**src/rtl/npc_pkg.sv**
```systemverilog
// ---------------------------------------------------------------------------
// npc_pkg
// Shared types and constants of the nearest palette color blend block.
// ---------------------------------------------------------------------------
`default_nettype none

package npc_pkg;

   localparam int PALETTE_DEPTH_DEF = 256;
   localparam int MAX_ENTRIES       = 256;

   localparam int CHAN_W   = 8;
   localparam int INDEX_W  = 8;
   localparam int DIST_W   = 10;
   localparam int CFG_W    = 9;
   localparam int CSR_IDX_W = 1;

   localparam logic ACT_WRITE = 1'b0;
   localparam logic ACT_PIXEL = 1'b1;

   localparam logic [CSR_IDX_W-1:0] REG_PALETTE_SIZE = 1'b0;
   localparam logic [CSR_IDX_W-1:0] REG_BLEND_WEIGHT = 1'b1;

   localparam logic [CFG_W-1:0] WEIGHT_FULL = 9'd256;

   typedef struct packed {
      logic [CHAN_W-1:0] red;
      logic [CHAN_W-1:0] green;
      logic [CHAN_W-1:0] blue;
   } color_type;

   typedef struct packed {
      logic               action;
      logic [INDEX_W-1:0] slot;
      color_type          pixel;
      logic [INDEX_W-1:0] best_index;
      logic [DIST_W-1:0]  best_dist;
      color_type          best_color;
   } beat_type;

   function automatic logic [DIST_W-1:0] abs_diff(input logic [CHAN_W-1:0] a,
                                                  input logic [CHAN_W-1:0] b);
      logic [CHAN_W-1:0] d;
      d = (a > b) ? (a - b) : (b - a);
      return {{(DIST_W-CHAN_W){1'b0}}, d};
   endfunction

endpackage

`default_nettype wire

```
**src/rtl/npc_cell.sv**
```systemverilog
// ---------------------------------------------------------------------------
// npc_cell
// One palette entry of the search chain: stores its color on a matching
// write beat and updates the running best match of each pixel beat.
// ---------------------------------------------------------------------------
`default_nettype none

module npc_cell #(
   parameter int CELL_INDEX = 0
) (
   input  wire logic                       clock,
   input  wire logic                       reset,
   input  wire logic [npc_pkg::CFG_W-1:0]  size_limit,
   input  wire logic                       valid_i,
   input  wire npc_pkg::beat_type          beat_i,
   output logic                            valid_o,
   output npc_pkg::beat_type               beat_o
);
   import npc_pkg::*;

   color_type         color_ff;
   logic              valid_ff;
   beat_type          beat_ff;
   beat_type          beat_in;
   logic [DIST_W-1:0] cand_dist;
   logic              is_write;
   logic              active;
   logic              take;

   assign is_write  = valid_i && (beat_i.action == ACT_WRITE)
                      && (beat_i.slot == INDEX_W'(CELL_INDEX));
   assign active    = (CFG_W'(CELL_INDEX) < size_limit);
   assign cand_dist = abs_diff(beat_i.pixel.red,   color_ff.red)
                    + abs_diff(beat_i.pixel.green, color_ff.green)
                    + abs_diff(beat_i.pixel.blue,  color_ff.blue);
   assign take      = (CELL_INDEX == 0) || (active && (cand_dist < beat_i.best_dist));

   always_comb begin
      beat_in = beat_i;
      if (take) begin
         beat_in.best_index = INDEX_W'(CELL_INDEX);
         beat_in.best_dist  = cand_dist;
         beat_in.best_color = color_ff;
      end
   end

   always_ff @(posedge clock) begin
      if (is_write) begin
         color_ff <= beat_i.pixel;
      end
   end

   always_ff @(posedge clock) begin
      if (reset) begin
         valid_ff <= 1'b0;
      end else begin
         valid_ff <= valid_i;
      end
   end

   always_ff @(posedge clock) begin
      beat_ff <= beat_in;
   end

   assign valid_o = valid_ff;
   assign beat_o  = beat_ff;

endmodule

`default_nettype wire

```
**config.mk**
```make
export PLATFORM = sky130hd
export DESIGN_NAME = npc_cell
export DESIGN_NICKNAME = d
export VERILOG_FILES = /design/src/rtl/npc_pkg.sv /design/src/rtl/npc_cell.sv
export SDC_FILE = /design/constraint.sdc
export NUM_CORES = 1
export LEC_CHECK = 0
export BUFFER_PORTS_ARGS = -buffer_cell sky130_fd_sc_hd__buf_2
export CAP_MARGIN = 25
export CORE_MARGIN = 8
export CORE_UTILIZATION = 51
export DETAILED_ROUTE_END_ITERATION = 8
export PLACE_DENSITY = 0.8
export SLEW_MARGIN = 20
export SYNTH_ARGS = -nofsm -noshare
export SYNTH_HDL_FRONTEND = slang
export SYNTH_SLANG_ARGS = --single-unit
```
**constraint.sdc**
```tcl
create_clock -name clock -period 5.4 [get_ports clock]
set_input_delay 0.81 -clock clock [delete_from_list [all_inputs] [get_ports clock]]
set_output_delay 0.81 -clock clock [all_outputs]
set_load 0.02 [all_outputs]
```
==> flow_summary.toml, run 1 <==
[run_status]
outcome = "completed"

[finish]
num_antenna_cells = 0
drive_gt1_share_pct = 25.1
final_nets = 690
nFillCells = 778
area_growth_pct = 16.2

[setup_path]
cp-end-kind = "flip-flop"
worstPathArrival_ns = 4.72
path_max_fanout = 7
required_ns = 5.67
worstSetupPathType = "in2reg"
crit_top_cell = "inv_1"
cpMaxStageDelayCell = "fa_1"
r2r_setup_slack_ns = 1.18
critPathBufInv = 5
path_cells = "buf_2 > inv_1 > ha_1 > inv_1 > fa_1 > a211oi_2 > nor3_2 > o21ai_4 > mux2i_1 > fa_1 > inv_1 > ha_1 > inv_1 > fa_1 > nor2b_1 > o21ai_1 > a21boi_0 > o21ai_0 > a21oi_1"
cpLargestDelayFamily = "adder cells"
critPathLaunchType = "primary input"
slowest_delay_ns = 0.47

[floorplanning]
die_w_um = 113
core_area_um2 = 9150
die_area_um2 = 12700
fp.dieH_um = 113
rows = 35
io_pins = 163
start_util_pct = 52.0

[global_routing]
grt_pass1_wl_um = 15400
use_met1_pct = 16.9
antenna_found_initial = 0
overflow = 0
grt_max_degree = 25
track_usage_pct = 14.9
grt_pass1_vias = 3351
grt.busiest_layer = "met2"
gr-usage-met3_pct = 5.74
grt_util_met2_pct = 24.7

[synthesis]
syn-cell-area_um2 = 4760
post-synth-top-count-cell = "inv_1"
synth.avg_cell_area_um2 = 11.0
yosysSeqAreaShare_pct = 43.7
yosys_warnings = 0
ys_ff_latch = 92
synth_area_leaders = "dfxtp_1 (29%), edfxtp_1 (15%), ha_1 (14%)"
synth_top_area_share_pct = 28.6
netlist_top_cells_count = "inv_1 (70), dfxtp_1 (68), ha_1 (52)"
synth_cell_type_count = 51
syn-instance-count = 434
synth_flop_cell = "dfxtp_1"
synth_edf_count = 24
async_flop_share_pct = 0
yosys.area.top_type = "dfxtp_1"

[place]
globalplace.congestion = 0.856
place_ws_ns = 0.551
hpwl_um = 7510
io_buffers = 103

[sta]
hold_viol = 0
fmax_ghz = 0.225
layout_worst_path_cycle_share_pct = 82.4
period_needed_ns = 4.45
rsz0062_at_grt = "no"
skew_ns = 0.00998
setup_viol_count_final = 0
slew_violations = 0
setup_tns_ns = 0
layout_setup_ws_ns = 0.950

[detailed_routing]
first_pass_iters = 4
num_vias = 3281
drtIter0Drc = 110
routed_wl_um = 9400
via_per_inst = 5.03
ant_nets = 0
routedWlPerCell_um = 14.4
drc = 0

[cts]
hold_buffers = 0
htree_levels = 3
cts_root_buffer = "clkbuf_8"
cts.sinks = 92
clk_pin_slew_worst_paths_ns = 0.10
postCtsSetupBuffers = 0
insertion_delay_ns = 0.36
cts_buffer_depth = 2
cts_inserted_buffers = 9
cts_tree = "built"
cts.repair.resized = 0

[run]
cap_violations = 0

[worst_hold_path]
hp-class = "reg2reg"

[power]
cellLeakagePower_nw = 2.74
power-per-cell-area_nw_per_um2 = 315
irDropWorstVdd_v = 0.000150
registers in the layout, indices dropped and copies added, names as in the netlist:
register	flops
valid_o	1
beat_in	24
beat_o	67
power breakdown:
group / internal (mW) / total [mW] / switching, mW
Combinational: 0.192 / 0.476 / 0.285
Clock: 0.255 / 0.502 / 0.247
Sequential: 0.758 / 0.768 / 0.00984
worst reg2reg max path, delay by kind of cell (launching register included):
kind	cells	cell delay (ns)
AOI/OAI and AO/OA	6	1.34
adders and majority gates	5	1.64
buffers and inverters	3	0.19
DFF	1	0.39
muxes	1	0.35
and+or+nand+nor	2	0.24
worst paths after layout:
kind | startpoint | endpoint | cells after the start
worst max-delay path | beat_i[58] | beat_o[31] | 19
worst min-delay path | beat_in[23] | beat_o[23] | 0
worst max register to register | beat_in[16] | beat_o[31] | 17
worst min register to register | beat_in[23] | beat_o[23] | 0
cell families (layout without fill, tap and decap cells):
logic type	Yosys count	after routing	share of synthesized area (%)
AO/OA/AOI/OAI	86	86	12.8
XOR/XNOR	19	19	3.49
adder cells (fa/ha/maj)	67	67	20.0
buffers and inverters	90	190	8.69
flip-flops	92	92	43.7
multiplexers	21	21	4.60
other	1	8	0.0787
AND/OR/NAND/NOR	58	58	6.65
cells in the final DEF, fill, tap and decap left out, types with 3 or more instances in the layout:
master,synthesis,layout
a31oi_1,6,6
o21ai_0,6,6
o21ai_1,5,5
nand3_1,7,7
fa_1,15,15
a211oi_1,5,5
clkbuf_16,0,3
dfxtp_1,68,68
nand4_1,5,5
inv_1,70,70
nor2_1,8,8
conb_1,1,8
clkbuf_8,0,9
mux2i_1,17,17
ha_1,52,52
xnor2_1,12,12
o21a_1,3,3
xor2_1,7,7
nand2_1,17,17
buf_2,7,103
edfxtp_1,24,24
a21oi_1,25,25
a21o_1,15,15
nand3b_1,5,5
nor3_2,3,3
metal layers:
metal | wire (um) | vias up
met5 | 0 | -
met4 | 137 | 0
met3 | 772 | 11
met2 | 4500 | 95
met1 | 3990 | 1520
li1 | - | 1655
metrics by stage:
stage	hold WS (ns)	cells	util, %	power, mW	area [um^2]
floorplan	0.348	441	-	1.13	4790
global placement	0.357	636	58.0	1.24	5310
detailed placement	0.357	636	58.0	1.26	5310
CTS	0.365	652	60.5	1.76	5540
global route	0.379	652	60.5	1.84	5540
finish	0.363	652	60.5	1.75	5540
area by class of cell:
| cell class | count | area (um^2) | share of cell area (%) |
|---|---|---|---|
| clock buffers | 12 | 199 | 3.59 |
| multi-input cells | 259 | 2300 | 41.5 |
| inverters | 70 | 263 | 4.75 |
| clock inverters | 4 | 31.3 | 0.565 |
| repair buffers | 104 | 523 | 9.45 |
| flip-flops and latches | 92 | 2080 | 37.6 |
| well taps | 111 | 139 | 2.51 |
No activity file was read; power rests on OpenSTA's default activity.
==> inputs of run 2 (changes only) <==
Settings changed: ABC_AREA from default to 1, CORE_UTILIZATION 51 to 52.
Clock period 5.4 ns to 4.55 ns, I/O delays scaled along.
==> run 2 against run 1 <==
Effect of this change: sequential power is 19% higher; clock power is 5.4% higher; non-clock buffer count is 1 higher; routed wire length is 17% higher; setup slack worse by 0.17 ns; highest routed layer unchanged.
==> flow_summary.toml, run 2 <==
[synthesis]
post-synth-top-count-cell = "nand2_1"
yosys_warnings = 0
netlist_top_cells_count = "nand2_1 (149), inv_1 (130), dfxtp_1 (68)"
async_flop_share_pct = 0
synth_cell_type_count = 31
syn-instance-count = 612
yosysSeqAreaShare_pct = 40.8
synth_edf_count = 24
synth_flop_cell = "dfxtp_1"
yosys.area.top_type = "dfxtp_1"
synth_area_leaders = "dfxtp_1 (27%), edfxtp_1 (14%), ha_1 (13%)"
synth_top_area_share_pct = 26.7
syn-cell-area_um2 = 5100
synth.avg_cell_area_um2 = 8.34
ys_ff_latch = 92

[floorplanning]
die_area_um2 = 13200
fp.dieH_um = 115
die_w_um = 115
core_area_um2 = 9640
io_pins = 163
start_util_pct = 52.9
rows = 36

[power]
switching_share_pct = 34.3
irDropWorstVdd_v = 0.000216
internal_power_mw = 1.32
p_seq_share_pct = 45.2
cellLeakagePower_nw = 3.27
power-per-cell-area_nw_per_um2 = 341
switching_power_uw = 691
comb_power_share_pct = 28.5
power_frac_clock_pct = 26.3

[detailed_routing]
routed_wl_um = 11000
drc = 0
num_vias = 4064
drtIter0Drc = 153
first_pass_iters = 5
ant_nets = 0
routedWlPerCell_um = 12.8
via_per_inst = 4.75

[global_routing]
grt_pass1_vias = 4105
antenna_found_initial = 0
use_met1_pct = 20.1
grt.busiest_layer = "met2"
overflow = 0
gr-usage-met3_pct = 3.31
grt_pass1_wl_um = 18500
grt_max_degree = 25
track_usage_pct = 17.3
grt_util_met2_pct = 30.5

[setup_path]
critPathLaunchType = "primary input"
worstSetupPathType = "in2reg"
cp-end-kind = "flip-flop"
worstPathArrival_ns = 4.07
required_ns = 4.85
path_max_fanout = 12

[sta]
skew_ns = 0.0108
hold_viol = 0
period_needed_ns = 3.77
rsz0062_at_grt = "no"
fmax_ghz = 0.265
layout_worst_path_cycle_share_pct = 82.8
setup_tns_ns = 0
setup_viol_count_final = 0
slew_violations = 0

[finish]
num_antenna_cells = 0
fin_area_um2 = 5910
final_common_cell = "nand2_1"
final_nets = 872
layout.cells.non_filler = 856
drive_gt1_share_pct = 18.7
nFillCells = 893
area_growth_pct = 15.7
layout_common_cells = "nand2_1 (149), inv_1 (130), buf_2 (103), dfxtp_1 (68), ha_1 (52)"
largest_reg_flops = 67

[place]
dpl_cell_area_um2 = 5720
io_buffers = 103
hpwl_um = 8900
globalplace.congestion = 0.830
dpl.cell_count = 840

[cts]
cts.sinks = 92
cts_buffer_depth = 2
clk_pin_slew_worst_paths_ns = 0.09
cts_inserted_buffers = 9
htree_levels = 3
insertion_delay_ns = 0.37
hold_buffers = 0
cts_root_buffer = "clkbuf_8"
cts.repair.resized = 0
postCtsSetupBuffers = 0
cts_tree = "built"

[worst_hold_path]
hp-class = "reg2reg"

[run]
cap_violations = 0

[run_status]
outcome = "completed"
-- run 2: changes by cell type in the layout (fill, tap and decap cells not counted), sizes merged, moves of 4 or more --
| cell | delta |
|---|---|
| xnor2 | -6 |
| o21ai | +4 |
| mux2 | -4 |
| nand3b | -4 |
| mux2i | -17 |
| inv | +64 |
| nand2 | +136 |
| nand3 | +44 |
| xor2 | +8 |
| a31oi | -5 |
| a21oi | -6 |
| a211oi | -8 |
| nor2 | +11 |
| a21o | -11 |
-- run 2: final cells by class --
cell class | count | area, um^2 | area share (%)
clock buffers | 9 | 124 | 2.10
clock inverters | 7 | 66.3 | 1.12
inverters | 131 | 492 | 8.33
multi-input cells | 379 | 2440 | 41.4
flip-flops and latches | 92 | 2080 | 35.3
well taps | 133 | 166 | 2.82
repair buffers | 105 | 531 | 8.98
-- run 2: cells by family (layout without fill, tap and decap cells) --
group / Yosys count / count (layout) / synth area share (%)
other: 1 / 8 / 0.0735
AND/OR/NAND/NOR: 238 / 238 / 19.8
adder cells (fa/ha/maj): 67 / 67 / 18.6
XOR/XNOR: 21 / 21 / 3.60
flip-flops: 92 / 92 / 40.8
AO/OA/AOI/OAI: 45 / 45 / 5.17
buffers and inverters: 148 / 252 / 11.9
-- run 2: final timing paths --
check                                start          to  slack (ns)  cells past startpoint
worst max register to register  beat_in[8]  beat_o[33]        0.86                     20
worst max-delay path            beat_i[50]  beat_o[33]        0.78                     22
worst min register to register  beat_in[7]   beat_o[7]        0.38                      0
worst min-delay path            beat_in[7]   beat_o[7]        0.38                      0
-- run 2: worst max-delay path, stage by stage --
cell and delay, ns:
buf_2 0.12, inv_1 0.05, ha_1 0.14, inv_1 0.07, fa_1 0.41, nand2_1 0.08
nand3_1 0.12, nand3_1 0.10, nand2_1 0.07, nand2_2 0.23, nand2_1 0.10, o21ai_2 0.08
fa_1 0.41, inv_1 0.07, ha_1 0.18, inv_1 0.07, fa_1 0.39, o21ai_0 0.30
nand2_1 0.10, nand2_1 0.12, a21oi_1 0.07, nor2_1 0.12
-- run 2: per-stage QoR --
| stage | worst slack [ns] | total power, mW | hold WS, ns | utilization, % |
|---|---|---|---|---|
| 2_1_floorplan | 0.949 | 1.35 | 0.348 | - |
| 6_report | 0.783 | 2.01 | 0.379 | 61.3 |
| 5_1_grt | 0.484 | 2.14 | 0.394 | 61.3 |
| 3_5_place_dp | 0.398 | 1.51 | 0.362 | 59.3 |
| 4_1_cts | 0.805 | 2.04 | 0.384 | 61.3 |
| 3_3_place_gp | 0.471 | 1.48 | 0.357 | 59.3 |
-- run 2: power by group through the flow --
stage	Combinational [mW]	Sequential [mW]	Clock, mW
floorplan	0.338	1.01	0
global placement	0.551	0.928	0
detailed placement	0.575	0.931	0
CTS	0.577	0.912	0.546
global route	0.648	0.918	0.577
finish	0.574	0.911	0.529
-- run 2: routing by layer --
metal	vias to the layer above	part of all wire (%)
met3	18	5.0
met4	0	2.1
met5	-	0
li1	2081	-
met2	105	51
met1	1860	42
==> inputs of run 3 (changes only) <==
Settings changed: ABC_AREA 1 to 0, CORE_UTILIZATION 52 to 46, PLACE_DENSITY 0.8 to 0.76.
Clock period 4.55 ns to 3.11 ns, I/O delays scaled along.
==> run 3 against run 2 <==
Effect of this change: the flow now finishes with violations (negative setup slack); setup slack worse by 1.5 ns; non-clock buffer count is 118 higher; core utilization grew 4.0 points; global-route usage is 0.64 points lower; clock skew rose by 0.0012 ns; flip-flop and latch count is the same; first-iteration DRC count shrank 1.3%; final area increased by 13%; critical endpoint is now beat_o[32]; highest routed layer unchanged.
==> flow_summary.toml, run 3 (synthesis gave the netlist of run 1 again) <==
[setup_path]
cp-end-kind = "flip-flop"
cp.depth = 17
slowest_delay_ns = 0.51
crit_top_cell = "xor2_1"
path_cells = "ha_4 > inv_2 > fa_2 > a211oi_4 > nor3_2 > o21ai_4 > buf_6 > mux2i_1 > xor2_1 > fa_1 > inv_1 > ha_1 > a21o_1 > a211oi_2 > nor2_2 > o22ai_2 > xor2_1"
worstPathArrival_ns = 4.06
critPathLaunchType = "flip-flop"
path_max_fanout = 4
critPathBufInv = 3
worstSetupPathType = "reg2reg"
cpMaxStageDelayCell = "fa_1"
cpLargestDelayFamily = "adder cells"
reg2reg_depth = 17
required_ns = 3.39

[run_status]
violations = "negative setup slack"
outcome = "finished with violations"

[cts]
cts_buffer_depth = 2
cts_root_buffer = "clkbuf_8"
insertion_delay_ns = 0.37
htree_levels = 3
hold_buffers = 0
cts.sinks = 92
clk_pin_slew_worst_paths_ns = 0.09
cts_inserted_buffers = 9
cts_tree = "built"

[place]
io_buffers = 103
place_ws_ns = -0.954
hpwl_um = 9280
globalplace.congestion = 0.858

[detailed_routing]
routedWlPerCell_um = 14.1
via_per_inst = 4.75
ant_nets = 0
num_vias = 3783
drtIter0Drc = 151
first_pass_iters = 4
drc = 0
routed_wl_um = 11200

[global_routing]
antenna_found_initial = 0
grt_pass1_wl_um = 19100
track_usage_pct = 16.7
grt_pass1_vias = 4130
overflow = 0
grt_max_degree = 17

[power]
power_mw = 3.40
cellLeakagePower_nw = 3.34
power-per-cell-area_nw_per_um2 = 511
irDropWorstVdd_v = 0.000329

[finish]
num_antenna_cells = 0
final_nets = 809
area_growth_pct = 39.5
drive_gt1_share_pct = 43.5
final_common_cell = "buf_4"
layout_common_cells = "buf_4 (118), buf_2 (103), dfxtp_1 (68), inv_1 (63), ha_1 (47)"
largest_reg_flops = 67

[sta]
skew_ns = 0.0120
layout_worst_path_cycle_share_pct = 122
fmax_ghz = 0.265
setup_tns_ns = -3.99
layout_setup_ws_ns = -0.670
slew_violations = 0
hold_viol = 0
rsz0062_at_grt = "yes"
period_needed_ns = 3.78
setup_viol_count_final = 8

[run]
cap_violations = 0

[floorplanning]
io_pins = 163
fp.dieH_um = 118
die_area_um2 = 13900
core_area_um2 = 10200
start_util_pct = 46.8
rows = 37
die_w_um = 118

[worst_hold_path]
whs_path_depth = 1
hp-class = "in2reg"
-- run 3: changes by cell type in the layout (fill, tap and decap cells not counted), moves of 11 or more --
cell,previous run,this run
nand2_1,149,16
a21o_1,4,15
inv_1,130,63
buf_4,2,118
nor2_1,18,4
mux2i_1,0,15
nand3_1,51,6
-- run 3: power by group --
part           leakage (nW)  internal, mW  total [mW]  switching [mW]
Sequential            0.789          1.32        1.34          0.0265
Combinational          2.43         0.532        1.15           0.614
Clock                 0.121         0.475       0.908           0.433
-- run 3: final cells by class --
type	instances	area, um^2
clock buffer	11	174
clock inverter	5	62.6
fill	816	3540
inverter	70	288
multi-input combinational	259	2450
sequential	92	2080
tap	136	170
timing repair buffer	223	1420
-- run 3: repair_timing --
| action | in CTS | in global routing |
|---|---|---|
| setup buffers | 8 | 3 |
| gates resized for setup | 12 | 12 |
| pin swaps | 20 | 4 |
| setup endpoints to repair | 8 | 8 |
-- run 3: stage by stage --
stage / instance area, um^2 / util (%) / hold WS (ns) / std cells
after floorplan: 4870 / - / 0.348 / 441
after global placement: 6240 / 61.2 / 0.355 / 770
after detailed placement: 6240 / 61.2 / 0.361 / 770
after CTS: 6590 / 64.7 / 0.189 / 794
after global routing: 6650 / 65.3 / 0.184 / 796
final: 6650 / 65.3 / 0.210 / 796
-- run 3: routing by layer --
layer  track usage (%)  up-vias  part of all wire (%)
met5                 0        -                     0
met4              5.84        0                   1.9
met3              4.60       20                   5.0
met2              29.4       91                    50
met1              19.0     1778                    43
li1                  -     1894                     -
-- run 3: final timing paths --
kind	from	end	slack (ns)
worst max-delay path	beat_in[0]	beat_o[32]	-0.67
worst min-delay path	beat_i[71]	beat_o[71]	0.21
worst max register to register	beat_in[0]	beat_o[32]	-0.67
worst min register to register	beat_in[7]	beat_o[7]	0.38
