===== src/rtl/npc_pkg.sv =====
// ---------------------------------------------------------------------------
// npc_pkg
// Shared types and constants of the nearest palette color blend block.
// ---------------------------------------------------------------------------
`default_nettype none

package npc_pkg;

   localparam int PALETTE_DEPTH_DEF = 256;
   localparam int MAX_ENTRIES       = 256;

   localparam int CHAN_W   = 8;
   localparam int INDEX_W  = 8;
   localparam int DIST_W   = 10;
   localparam int CFG_W    = 9;
   localparam int CSR_IDX_W = 1;

   localparam logic ACT_WRITE = 1'b0;
   localparam logic ACT_PIXEL = 1'b1;

   localparam logic [CSR_IDX_W-1:0] REG_PALETTE_SIZE = 1'b0;
   localparam logic [CSR_IDX_W-1:0] REG_BLEND_WEIGHT = 1'b1;

   localparam logic [CFG_W-1:0] WEIGHT_FULL = 9'd256;

   typedef struct packed {
      logic [CHAN_W-1:0] red;
      logic [CHAN_W-1:0] green;
      logic [CHAN_W-1:0] blue;
   } color_type;

   typedef struct packed {
      logic               action;
      logic [INDEX_W-1:0] slot;
      color_type          pixel;
      logic [INDEX_W-1:0] best_index;
      logic [DIST_W-1:0]  best_dist;
      color_type          best_color;
   } beat_type;

   function automatic logic [DIST_W-1:0] abs_diff(input logic [CHAN_W-1:0] a,
                                                  input logic [CHAN_W-1:0] b);
      logic [CHAN_W-1:0] d;
      d = (a > b) ? (a - b) : (b - a);
      return {{(DIST_W-CHAN_W){1'b0}}, d};
   endfunction

endpackage

`default_nettype wire


===== src/rtl/npc_blend.sv =====
// ---------------------------------------------------------------------------
// npc_blend
// Two-stage blend of the pixel toward its best match at the end of the
// chain, and the result strobe.
// ---------------------------------------------------------------------------
`default_nettype none

module npc_blend (
   input  wire logic                         clock,
   input  wire logic                         reset,
   input  wire logic [npc_pkg::CFG_W-1:0]    weight,
   input  wire logic                         valid_i,
   input  wire npc_pkg::beat_type            beat_i,
   output logic                              rsp_valid,
   output logic [npc_pkg::CHAN_W-1:0]        rsp_red_out,
   output logic [npc_pkg::CHAN_W-1:0]        rsp_green_out,
   output logic [npc_pkg::CHAN_W-1:0]        rsp_blue_out,
   output logic [npc_pkg::INDEX_W-1:0]       rsp_match_index,
   output logic [npc_pkg::DIST_W-1:0]        rsp_match_distance
);
   import npc_pkg::*;

   localparam int DIFF_W = CHAN_W + 1;
   localparam int WGT_W  = CFG_W + 1;
   localparam int PROD_W = DIFF_W + WGT_W;
   localparam int SUM_W  = CHAN_W + 3;

   logic                    mul_valid_ff;
   logic                    mul_valid_in;
   logic signed [PROD_W-1:0] prod_ff [3];
   logic signed [PROD_W-1:0] prod_in [3];
   color_type               pixel_ff;
   logic [INDEX_W-1:0]      index_ff;
   logic [DIST_W-1:0]       dist_ff;

   logic                    out_valid_ff;
   color_type               out_color_ff;
   color_type               out_color_in;
   logic [INDEX_W-1:0]      out_index_ff;
   logic [DIST_W-1:0]       out_dist_ff;

   logic [CHAN_W-1:0]       pix_ch [3];
   logic [CHAN_W-1:0]       best_ch [3];
   logic [CHAN_W-1:0]       held_ch [3];
   logic [CHAN_W-1:0]       res_ch [3];
   logic signed [DIFF_W-1:0] diff [3];
   logic signed [WGT_W-1:0] wgt;
   logic signed [PROD_W-1:0] shifted [3];
   logic [SUM_W-1:0]        sum [3];

   assign mul_valid_in = valid_i && (beat_i.action == ACT_PIXEL);
   assign wgt          = signed'({1'b0, weight});

   assign pix_ch[0]  = beat_i.pixel.red;
   assign pix_ch[1]  = beat_i.pixel.green;
   assign pix_ch[2]  = beat_i.pixel.blue;
   assign best_ch[0] = beat_i.best_color.red;
   assign best_ch[1] = beat_i.best_color.green;
   assign best_ch[2] = beat_i.best_color.blue;
   assign held_ch[0] = pixel_ff.red;
   assign held_ch[1] = pixel_ff.green;
   assign held_ch[2] = pixel_ff.blue;

   always_comb begin
      for (int k = 0; k < 3; k++) begin
         diff[k]    = signed'({1'b0, best_ch[k]}) - signed'({1'b0, pix_ch[k]});
         prod_in[k] = PROD_W'(diff[k]) * PROD_W'(wgt);
         shifted[k] = prod_ff[k] >>> CHAN_W;
         sum[k]     = {{(SUM_W-CHAN_W){1'b0}}, held_ch[k]} + shifted[k][SUM_W-1:0];
         res_ch[k]  = sum[k][CHAN_W-1:0];
      end
      out_color_in.red   = res_ch[0];
      out_color_in.green = res_ch[1];
      out_color_in.blue  = res_ch[2];
   end

   always_ff @(posedge clock) begin
      if (reset) begin
         mul_valid_ff <= 1'b0;
         out_valid_ff <= 1'b0;
      end else begin
         mul_valid_ff <= mul_valid_in;
         out_valid_ff <= mul_valid_ff;
      end
   end

   always_ff @(posedge clock) begin
      prod_ff      <= prod_in;
      pixel_ff     <= beat_i.pixel;
      index_ff     <= beat_i.best_index;
      dist_ff      <= beat_i.best_dist;
      out_color_ff <= out_color_in;
      out_index_ff <= index_ff;
      out_dist_ff  <= dist_ff;
   end

   assign rsp_valid          = out_valid_ff;
   assign rsp_red_out        = out_color_ff.red;
   assign rsp_green_out      = out_color_ff.green;
   assign rsp_blue_out       = out_color_ff.blue;
   assign rsp_match_index    = out_index_ff;
   assign rsp_match_distance = out_dist_ff;

endmodule

`default_nettype wire

===== config.mk =====
export PLATFORM = sky130hd
export DESIGN_NAME = npc_blend
export DESIGN_NICKNAME = d
export VERILOG_FILES = /design/src/rtl/npc_pkg.sv /design/src/rtl/npc_blend.sv
export SDC_FILE = /design/constraint.sdc
export NUM_CORES = 1
export LEC_CHECK = 0
export ABC_AREA = 1
export BUFFER_PORTS_ARGS = -buffer_cell sky130_fd_sc_hd__buf_2
export CAP_MARGIN = 10
export CORE_MARGIN = 2
export CORE_UTILIZATION = 30
export DETAILED_ROUTE_END_ITERATION = 8
export SLEW_MARGIN = 10
export SYNTH_ARGS = -nofsm -noshare
export SYNTH_HDL_FRONTEND = slang
export SYNTH_SLANG_ARGS = --single-unit

===== constraint.sdc =====
create_clock -name clock -period 7.3 [get_ports clock]
set_input_delay 0.73 -clock clock [delete_from_list [all_inputs] [get_ports clock]]
set_output_delay 0.73 -clock clock [all_outputs]
set_load 0.05 [all_outputs]

==> results of run 1 <==
## path summary, 6_finish.rpt
| check | from | depth (start not counted) | endpoint |
|---|---|---|---|
| max | beat_i[8] | 26 | prod_ff[33] |
| min | index_ff[5] | 0 | rsp_match_index[5] |
| min reg2reg | index_ff[5] | 0 | rsp_match_index[5] |
| max reg2reg | held_ch[8] | 8 | rsp_green_out[6] |
## metal layers
metal  track usage  vias to the layer above  part of all wire
met5             0                        -                 0
met4        0.0394                        0             0.019
met3        0.0291                       30             0.040
met2         0.237                      153              0.49
met1         0.173                     4378              0.45
li1              -                     4523                 -
## cells in the mapped netlist
library cell  instances  share of area
nor3_1                1        0.00043
xnor2_2               1         0.0014
nand3_1              55          0.024
o21a_1                3         0.0019
a21oi_2               1        0.00076
nor4_1                3         0.0016
inv_1               330           0.11
nand4_1              10         0.0054
xor2_2                1         0.0014
clkbuf_1             22         0.0071
nor2_1              160          0.052
a21o_1                3         0.0019
a31o_2                4         0.0030
nand2_2               5         0.0027
or2_1                 1        0.00054
inv_2                 3        0.00097
fa_1                153           0.26
o21ai_2               1        0.00076
ha_1                153           0.17
a221oi_1              1        0.00076
buf_2                 1        0.00043
o211ai_1              3         0.0019
nor2_2                1        0.00054
xnor2_1              14          0.011
nand2_1             276          0.089
a21oi_1              49          0.021
a211oi_1              3         0.0019
and3_1                1        0.00054
or2_2                 3         0.0016
xor2_1               40          0.030
o21ai_0              10         0.0043
dfxtp_1             110           0.19
a31oi_1               2         0.0011
clkinv_1              3        0.00097
o21ai_1               1        0.00043
nand3b_1              1        0.00065
o21bai_1              2         0.0013
## flip-flops by register name, indices dropped and copies added (netlist names), 8 cells and up
name	flops
rsp_green_out	8
prod_ff	24
index_ff	8
dist_ff	10
held_ch	24
rsp_red_out	8
rsp_blue_out	8
rsp_match_distance	10
rsp_match_index	8
## cell type report
class                   instances  area [um^2]  area share
inverters                     336         1260      0.0964
well taps                     511          639      0.0489
clock buffers                   9          225      0.0172
clock inverters                 7         78.8     0.00602
multi-input cells             962         8040       0.614
repair buffers                126          643      0.0491
flip-flops and latches        110         2200       0.168
## cell families (layout without fill, tap and decap cells)
| family | Yosys count | count (layout) | synth area share |
|---|---|---|---|
| AND/OR/NAND/NOR | 517 | 517 | 0.179 |
| buffers and inverters | 359 | 478 | 0.116 |
| adder cells (fa/ha/maj) | 306 | 306 | 0.430 |
| flip-flops | 110 | 110 | 0.190 |
| AO/OA/AOI/OAI | 83 | 83 | 0.0414 |
| XOR/XNOR | 56 | 56 | 0.0436 |
## through the flow
| step | std cells | hold WS (ns) | area (um^2) | setup slack, ns |
|---|---|---|---|---|
| 6_report | 2061 | 0.330 | 13100 | 1.33 |
| 5_1_grt | 2061 | 0.335 | 13100 | 0.994 |
| 4_1_cts | 2061 | 0.332 | 13100 | 1.31 |
| 3_5_place_dp | 2045 | 0.312 | 12800 | 0.928 |
| 3_3_place_gp | 2045 | 0.310 | 12800 | 0.978 |
| 2_1_floorplan | 1431 | 0.310 | 11600 | 1.53 |
==> impl_summary.txt, run 1 <==
----------------------------------------------------
[Critical path]
  Kind of critical path ... in -> reg
  R2r setup slk ... 5.50 ns
  Worst setup EP type ... flop
  Worst path arrival time ... 6.26 ns
  Family of cells with the greatest summed delay on the critical path ... adder cells
  Maximum fanout count along the critical path ... 5
  CP peak stage delay ... 0.54 ns
  Critical Path Source Type ... input pin
  Data required time of the critical path ... 7.59 ns
  Critical path buffers and inverters ... 7
  Standard cell with the maximum stage delay on the critical path ... fa_1

[GRT]
  Total overflow reported by the global router ... 0
  Wire length of the first global-routing pass ... 44.7 mm
  Combined global-route utilization of all metal layers ... 0.138
  Number of antenna violations at the first check in global routing ... 0
  Largest net degree at the start of global routing ... 22
  Vias in the first global route ... 9347

[Route]
  Routed vias/inst ... 4.41
  Final Routed Wirelength ... 26.4 mm
  Detail Route Antenna Nets ... 0
  # DRC ... 0
  Total via count after detailed routing ... 9084
  Drt first-iter violations ... 403
  Final routed wire length divided by cell count ... 12.8 um
  First-pass detailed-route iteration total ... 5

[CTS]
  Number of CTS-inserted buffers ... 9
  Clock sinks ... 110
  Clock root buffer ... clkbuf_16
  Source-to-sink clock delay at the later pin of the worst-skew pair ... 0.39 ns
  CTS tree ... yes
  Clock transition at the registers of the reported paths ... 0.08 ns
  Largest buffer count on any clock path ... 2
  Number of H-tree branching levels ... 3
  Resized Gates After CTS ... 0
  Post-CTS setup buffer count ... 0
  Hold Buf Count CTS ... 0

[STA]
  Final critical path time including I/O delays and setup ... 5.97 ns
  Worst clock skew ... 0.00888 ns
  Top achievable clock speed ... 167 MHz
  Finish-stage setup viols ... 0
  Pins over their slew limit ... 0
  Worst Max-Slew Pin Slew ... 0.661 ns
  Final setup TNS ... 0 ns
  Hold violation count in the final report ... 0
  Unrepaired setup endpoints after global routing ... no
  Worst max-slew margin expressed relative to the limit ... 0.559
  Fin crit share ... 0.818

[Die]
  CORE AREA ... 0.0378 mm^2
  Placement Rows ... 71
  Horiz. Die Dim ... 201 um
  Die height ... 201 um
  Starting Density ... 0.306
  Die outline area ... 0.0402 mm^2
  IO Pins ... 130

[Final layout]
  Final Util ... 0.346
  Area grow syn2layout ... 12.9%
  Most frequent cells in the layout ... inv_1, nand2_1, nor2_1
  Fraction of final layout cells sized beyond drive strength 1 ... 0.105
  Most frequent standard cell in the layout excluding fill and tap cells ... inv_1
  Number of nets at the end of the flow ... 1938
  Fill cell total of the finished layout ... 3984
  # diodes ... 0

[Synthesis]
  Sequential share of the synthesized area ... 0.190
  Post-synthesis average cell area ... 8.10 um^2
  Cell variety after synth ... 37
  Flip-flop and latch count after synthesis ... 110
  Nets in the synthesized netlist ... 1824
  Yosys warnings ... 0
  Area of the mapped netlist ... 0.0116 mm^2
  Synthesized instance count ... 1431

[Flow run]
  Max-cap check violation count ... 0

[Placement]
  Port Buffers ... 121
  HPWL reported at the end of detailed placement ... 21.8 mm
  Final Wtd Congestion ... 0.852

[Worst hold path]
  Worst min-delay path class ... reg -> reg

[Outcome]
  Status ... finished clean

----------------------------------------------------
Power of run 1 is not shown: default switching activity piles up to over one toggle a cycle in this logic, so the estimate is an artifact.
==> run 2: changes to the inputs <==
Clock period 7.3 ns to 5.4 ns, I/O delays scaled along.
==> run 2 against run 1 <==
Against the previous run:
- design area grew 12%
- register-to-register slack worse by 1.9 ns
- routed wire length rose by 4.0%
- final cell count is 7.6% higher
- sequential share of layout area fell by 1.8 points
- global-route usage increased by 0.75 points
- critical path depth up 5
- first-iteration DRC count decreased by 31%
- worst hold slack got worse by 0.084 ns
- clock skew shrank 0.0062 ns
- setup slack worse by 1.1 ns
- largest cell class unchanged
==> impl_summary.txt, run 2 (synthesis gave the netlist of run 1 again) <==
----------------------------------------------------
[CTS]
  Number of CTS-inserted buffers ... 9
  Number of H-tree branching levels ... 3
  Clock root buffer ... clkbuf_16
  Clock transition at the registers of the reported paths ... 0.08 ns
  CTS tree ... yes
  Clock sinks ... 110
  Hold Buf Count CTS ... 0
  Largest buffer count on any clock path ... 2
  Source-to-sink clock delay at the later pin of the worst-skew pair ... 0.39 ns

[Die]
  Die height ... 201 um
  Starting Density ... 0.306
  Placement Rows ... 71
  IO Pins ... 130
  CORE AREA ... 0.0378 mm^2
  Die outline area ... 0.0402 mm^2
  Horiz. Die Dim ... 201 um

[Route]
  Routed vias/inst ... 4.27
  # DRC ... 0
  Detail Route Antenna Nets ... 0
  Total via count after detailed routing ... 9471
  Final routed wire length divided by cell count ... 12.4 um
  Final Routed Wirelength ... 27.5 mm
  Drt first-iter violations ... 278
  First-pass detailed-route iteration total ... 4

[STA]
  Worst Max-Slew Pin Slew ... 0.504 ns
  Worst max-slew margin expressed relative to the limit ... 0.664
  Hold violation count in the final report ... 0
  Post-layout worst setup margin ... 0.193 ns
  Worst clock skew ... 0.00271 ns
  Final critical path time including I/O delays and setup ... 5.21 ns
  Top achievable clock speed ... 192 MHz
  Unrepaired setup endpoints after global routing ... yes
  Pins over their slew limit ... 0
  Fin crit share ... 0.964
  Finish-stage setup viols ... 0

[Placement]
  HPWL reported at the end of detailed placement ... 22.8 mm
  Final Wtd Congestion ... 0.836
  Port Buffers ... 121
  Setup slack at placement ... -0.407 ns
  Post-place instance area ... 0.0139 mm^2

[Critical path]
  Worst flop-to-flop path endpoint ... rsp_green_out[6]
  CP peak stage delay ... 0.51 ns
  Worst path arrival time ... 5.50 ns
  Family of cells with the greatest summed delay on the critical path ... adder cells
  Most used cell, CP ... inv_2
  R2r setup slk ... 3.60 ns
  Maximum fanout count along the critical path ... 6
  Standard cell with the maximum stage delay on the critical path ... fa_1
  Number of cells on the critical path ... 31
  Beginning of the critical path ... beat_i[16]
  FF-to-FF Start ... prod_ff[27]
  Worst setup EP type ... flop
  Kind of critical path ... in -> reg
  Critical path buffers and inverters ... 9
  Critical Path Source Type ... input pin
  Number of cells traversed by the worst register-to-register path ... 8
  Data required time of the critical path ... 5.69 ns
  Crit path to ... prod_ff[52]

[Final layout]
  # diodes ... 0
  Layout Cell Area excl Fill ... 0.0146 mm^2
  Most frequent standard cell in the layout excluding fill and tap cells ... inv_1
  Most frequent cells in the layout ... inv_1, nand2_1, buf_4
  Fraction of final layout cells sized beyond drive strength 1 ... 0.223
  Number of nets at the end of the flow ... 2094
  Area grow syn2layout ... 26.2%
  Final Util ... 0.387

[Worst hold path]
  Worst min-delay path class ... in -> reg

[Flow run]
  Max-cap check violation count ... 0

[GRT]
  Vias in the first global route ... 9918
  Wire length of the first global-routing pass ... 47.1 mm
  Total overflow reported by the global router ... 0
  Largest net degree at the start of global routing ... 22
  Number of antenna violations at the first check in global routing ... 0
  Combined global-route utilization of all metal layers ... 0.145

[Outcome]
  Status ... finished clean

----------------------------------------------------
==> run 2: how the worst min path moves through the flow <==
stage	startpoint	end	depth (start not counted)
2_1_floorplan	dist_ff[0]	rsp_match_distance[0]	0
3_3_place_gp	dist_ff[0]	rsp_match_distance[0]	0
3_5_place_dp	index_ff[7]	rsp_match_index[7]	0
4_1_cts	beat_i[33]	dist_ff[9]	1
5_1_grt	beat_i[38]	index_ff[4]	1
6_report	beat_i[38]	index_ff[4]	1
==> run 2: final cells by class <==
type / instances / area [um^2]
inverters: 336 / 1270
flip-flops and latches: 110 / 2200
repair buffers: 282 / 1840
well taps: 511 / 639
clock buffers: 9 / 225
multi-input cells: 962 / 8350
fillers: 3924 / 23200
clock inverters: 7 / 104
==> run 2: timing repair <==
item	4_1_cts	5_1_grt
hold endpoints to repair	0	0
resized for setup	1	77
endpoints found under the setup margin	1	18
buffers inserted	0	7
pin swaps	0	31
==> run 2: stage by stage <==
step | instances | TNS (ns) | hold WS [ns]
global placement | 2194 | -5.03 | 0.310
global route | 2217 | -0.0529 | 0.218
detailed placement | 2194 | -5.75 | 0.312
finish | 2217 | 0 | 0.246
CTS | 2210 | 0 | 0.221
floorplan | 1431 | -0.0118 | 0.310
==> run 2: metal layers <==
metal,GRT usage,routed length [um],vias to the layer above
met1,0.188,12600,4487
li1,-,-,4829
met2,0.244,13300,139
met5,0,0,-
met3,0.0308,1220,16
met4,0.0410,339,0
Power of run 2 is left out for the same reason.
==> run 3: changes to the inputs <==
Settings changed: CORE_ASPECT_RATIO set to 0.5, SETUP_SLACK_MARGIN set to 0.1.
==> run 3 against run 2 <==
Against the previous run:
- sequential cell count unchanged
- worst hold slack better by 0.015 ns
- design area rose by 3.3%
- non-clock buffer count up 21
- critical endpoint is now prod_ff[15]
- largest cell class unchanged
==> impl_summary.txt, run 3 (synthesis gave the netlist of run 1 again) <==
----------------------------------------------------
[Critical path]
  Worst setup EP type ... flop
  Critical Path Source Type ... input pin
  Data required time of the critical path ... 5.67 ns
  Kind of critical path ... in -> reg
  Worst path arrival time ... 5.54 ns
  Maximum fanout count along the critical path ... 3

[Final layout]
  Most frequent cells in the layout ... inv_1, nand2_1, buf_4
  Most frequent standard cell in the layout excluding fill and tap cells ... inv_1
  Number of nets at the end of the flow ... 2115
  Fraction of final layout cells sized beyond drive strength 1 ... 0.258
  # diodes ... 0
  Layout Cell Area excl Fill ... 0.0151 mm^2
  Fill cell total of the finished layout ... 3805
  Area grow syn2layout ... 30.4%

[GRT]
  Vias in the first global route ... 9708
  Largest net degree at the start of global routing ... 24
  Total overflow reported by the global router ... 0
  Combined global-route utilization of all metal layers ... 0.142
  Number of antenna violations at the first check in global routing ... 0
  Wire length of the first global-routing pass ... 45.9 mm

[CTS]
  CTS tree ... yes
  Source-to-sink clock delay at the later pin of the worst-skew pair ... 0.37 ns
  Largest buffer count on any clock path ... 2
  Number of CTS-inserted buffers ... 9
  Number of H-tree branching levels ... 3
  Clock root buffer ... clkbuf_16
  Clock sinks ... 110
  Clock transition at the registers of the reported paths ... 0.09 ns

[STA]
  Worst Max-Slew Pin Slew ... 0.507 ns
  Worst max-slew margin expressed relative to the limit ... 0.662
  Fin crit share ... 0.976
  Worst clock skew ... 0.00837 ns
  Top achievable clock speed ... 190 MHz
  Hold violation count in the final report ... 0
  Pins over their slew limit ... 0
  Finish-stage setup viols ... 0
  Unrepaired setup endpoints after global routing ... yes
  Worst hold margin ... 0.260 ns
  Final critical path time including I/O delays and setup ... 5.27 ns

[Placement]
  Port Buffers ... 121
  HPWL reported at the end of detailed placement ... 22.8 mm
  Final Wtd Congestion ... 0.833
  Post-place instance area ... 0.0141 mm^2

[Route]
  # DRC ... 0
  Routed vias/inst ... 4.25
  Detail Route Antenna Nets ... 0
  Total via count after detailed routing ... 9551
  Drt first-iter violations ... 351
  First-pass detailed-route iteration total ... 5
  Final routed wire length divided by cell count ... 12.3 um
  Final Routed Wirelength ... 27.7 mm

[Die]
  Placement Rows ... 50
  Die outline area ... 0.0403 mm^2
  Horiz. Die Dim ... 282 um
  Die height ... 143 um
  CORE AREA ... 0.0377 mm^2
  Starting Density ... 0.307
  IO Pins ... 130

[Worst hold path]
  Worst min-delay path class ... in -> reg

[Outcome]
  Status ... finished clean

[Flow run]
  Max-cap check violation count ... 0

----------------------------------------------------
-- run 3: changes by cell type in the layout (fill, tap and decap cells not counted), moves of 4 or more --
cell / before / now
buf_4: 161 / 177
nand2_1: 265 / 254
nand2_2: 14 / 23
ha_4: 8 / 15
inv_1: 316 / 309
ha_1: 144 / 138
inv_2: 15 / 21
buf_6: 3 / 8
nor2_1: 157 / 152
nor2_2: 4 / 8
xor2_1: 37 / 33
-- run 3: final cells by class --
| type | instances | area [um^2] | share of cell area |
|---|---|---|---|
| clock buffer | 9 | 225 | 0.0149 |
| sequential | 110 | 2200 | 0.146 |
| timing repair buffer | 303 | 2040 | 0.135 |
| multi-input combinational | 962 | 8620 | 0.571 |
| clock inverter | 7 | 91.3 | 0.00605 |
| inverter | 336 | 1270 | 0.0840 |
| tap | 520 | 651 | 0.0431 |
-- run 3: per-stage QoR --
stage | setup slack (ns) | std cells | TNS [ns] | utilization
after floorplan | 0.0682 | 1431 | 0 | -
after global placement | -0.352 | 2216 | -3.58 | 0.374
after detailed placement | -0.407 | 2216 | -3.90 | 0.374
after CTS | 0.103 | 2235 | 0 | 0.385
after global routing | -0.0665 | 2247 | -0.199 | 0.400
final | 0.132 | 2247 | 0 | 0.400
-- run 3: path summary, 6_finish.rpt --
path	startpoint	end	slack, ns	depth (start not counted)
hold reg to reg	index_ff[7]	rsp_match_index[7]	0.33	0
setup / recovery	beat_i[42]	prod_ff[15]	0.13	26
hold / removal	beat_i[37]	index_ff[3]	0.26	1
setup reg to reg	prod_ff[46]	rsp_red_out[6]	3.58	8
-- run 3: worst max-delay path, stage by stage --
cell	delay (ns)
buf_8	0.10
ha_4	0.15
fa_2	0.36
inv_2	0.06
nand3_2	0.05
nand2_2	0.09
a31o_4	0.18
xor2_4	0.19
nand2_2	0.08
fa_1	0.51
fa_1	0.52
inv_1	0.05
fa_1	0.47
fa_1	0.51
inv_1	0.05
fa_1	0.48
inv_2	0.05
ha_4	0.25
a21oi_4	0.16
o21a_1	0.19
o21ai_2	0.08
a21oi_2	0.13
buf_4	0.16
inv_2	0.03
nand2_1	0.04
nand2_1	0.04
-- run 3: what timing repair did --
| item | 4_1_cts | 5_1_grt |
|---|---|---|
| endpoints found under the setup margin | 5 | 16 |
| cloned | 0 | 0 |
| pin swaps | 12 | 73 |
| hold buffers | 0 | 0 |
| resized for setup | 13 | 122 |
| setup buffers | 3 | 12 |
-- run 3: per-layer routing --
| metal | up-vias | share of wire | GRT usage |
|---|---|---|---|
| met1 | 4528 | 0.46 | 0.184 |
| met2 | 115 | 0.49 | 0.251 |
| met4 | 0 | 0.012 | 0.0288 |
| met3 | 27 | 0.037 | 0.0227 |
| li1 | 4881 | - | - |
| met5 | - | 0 | 0 |
Power of run 3 is left out for the same reason.
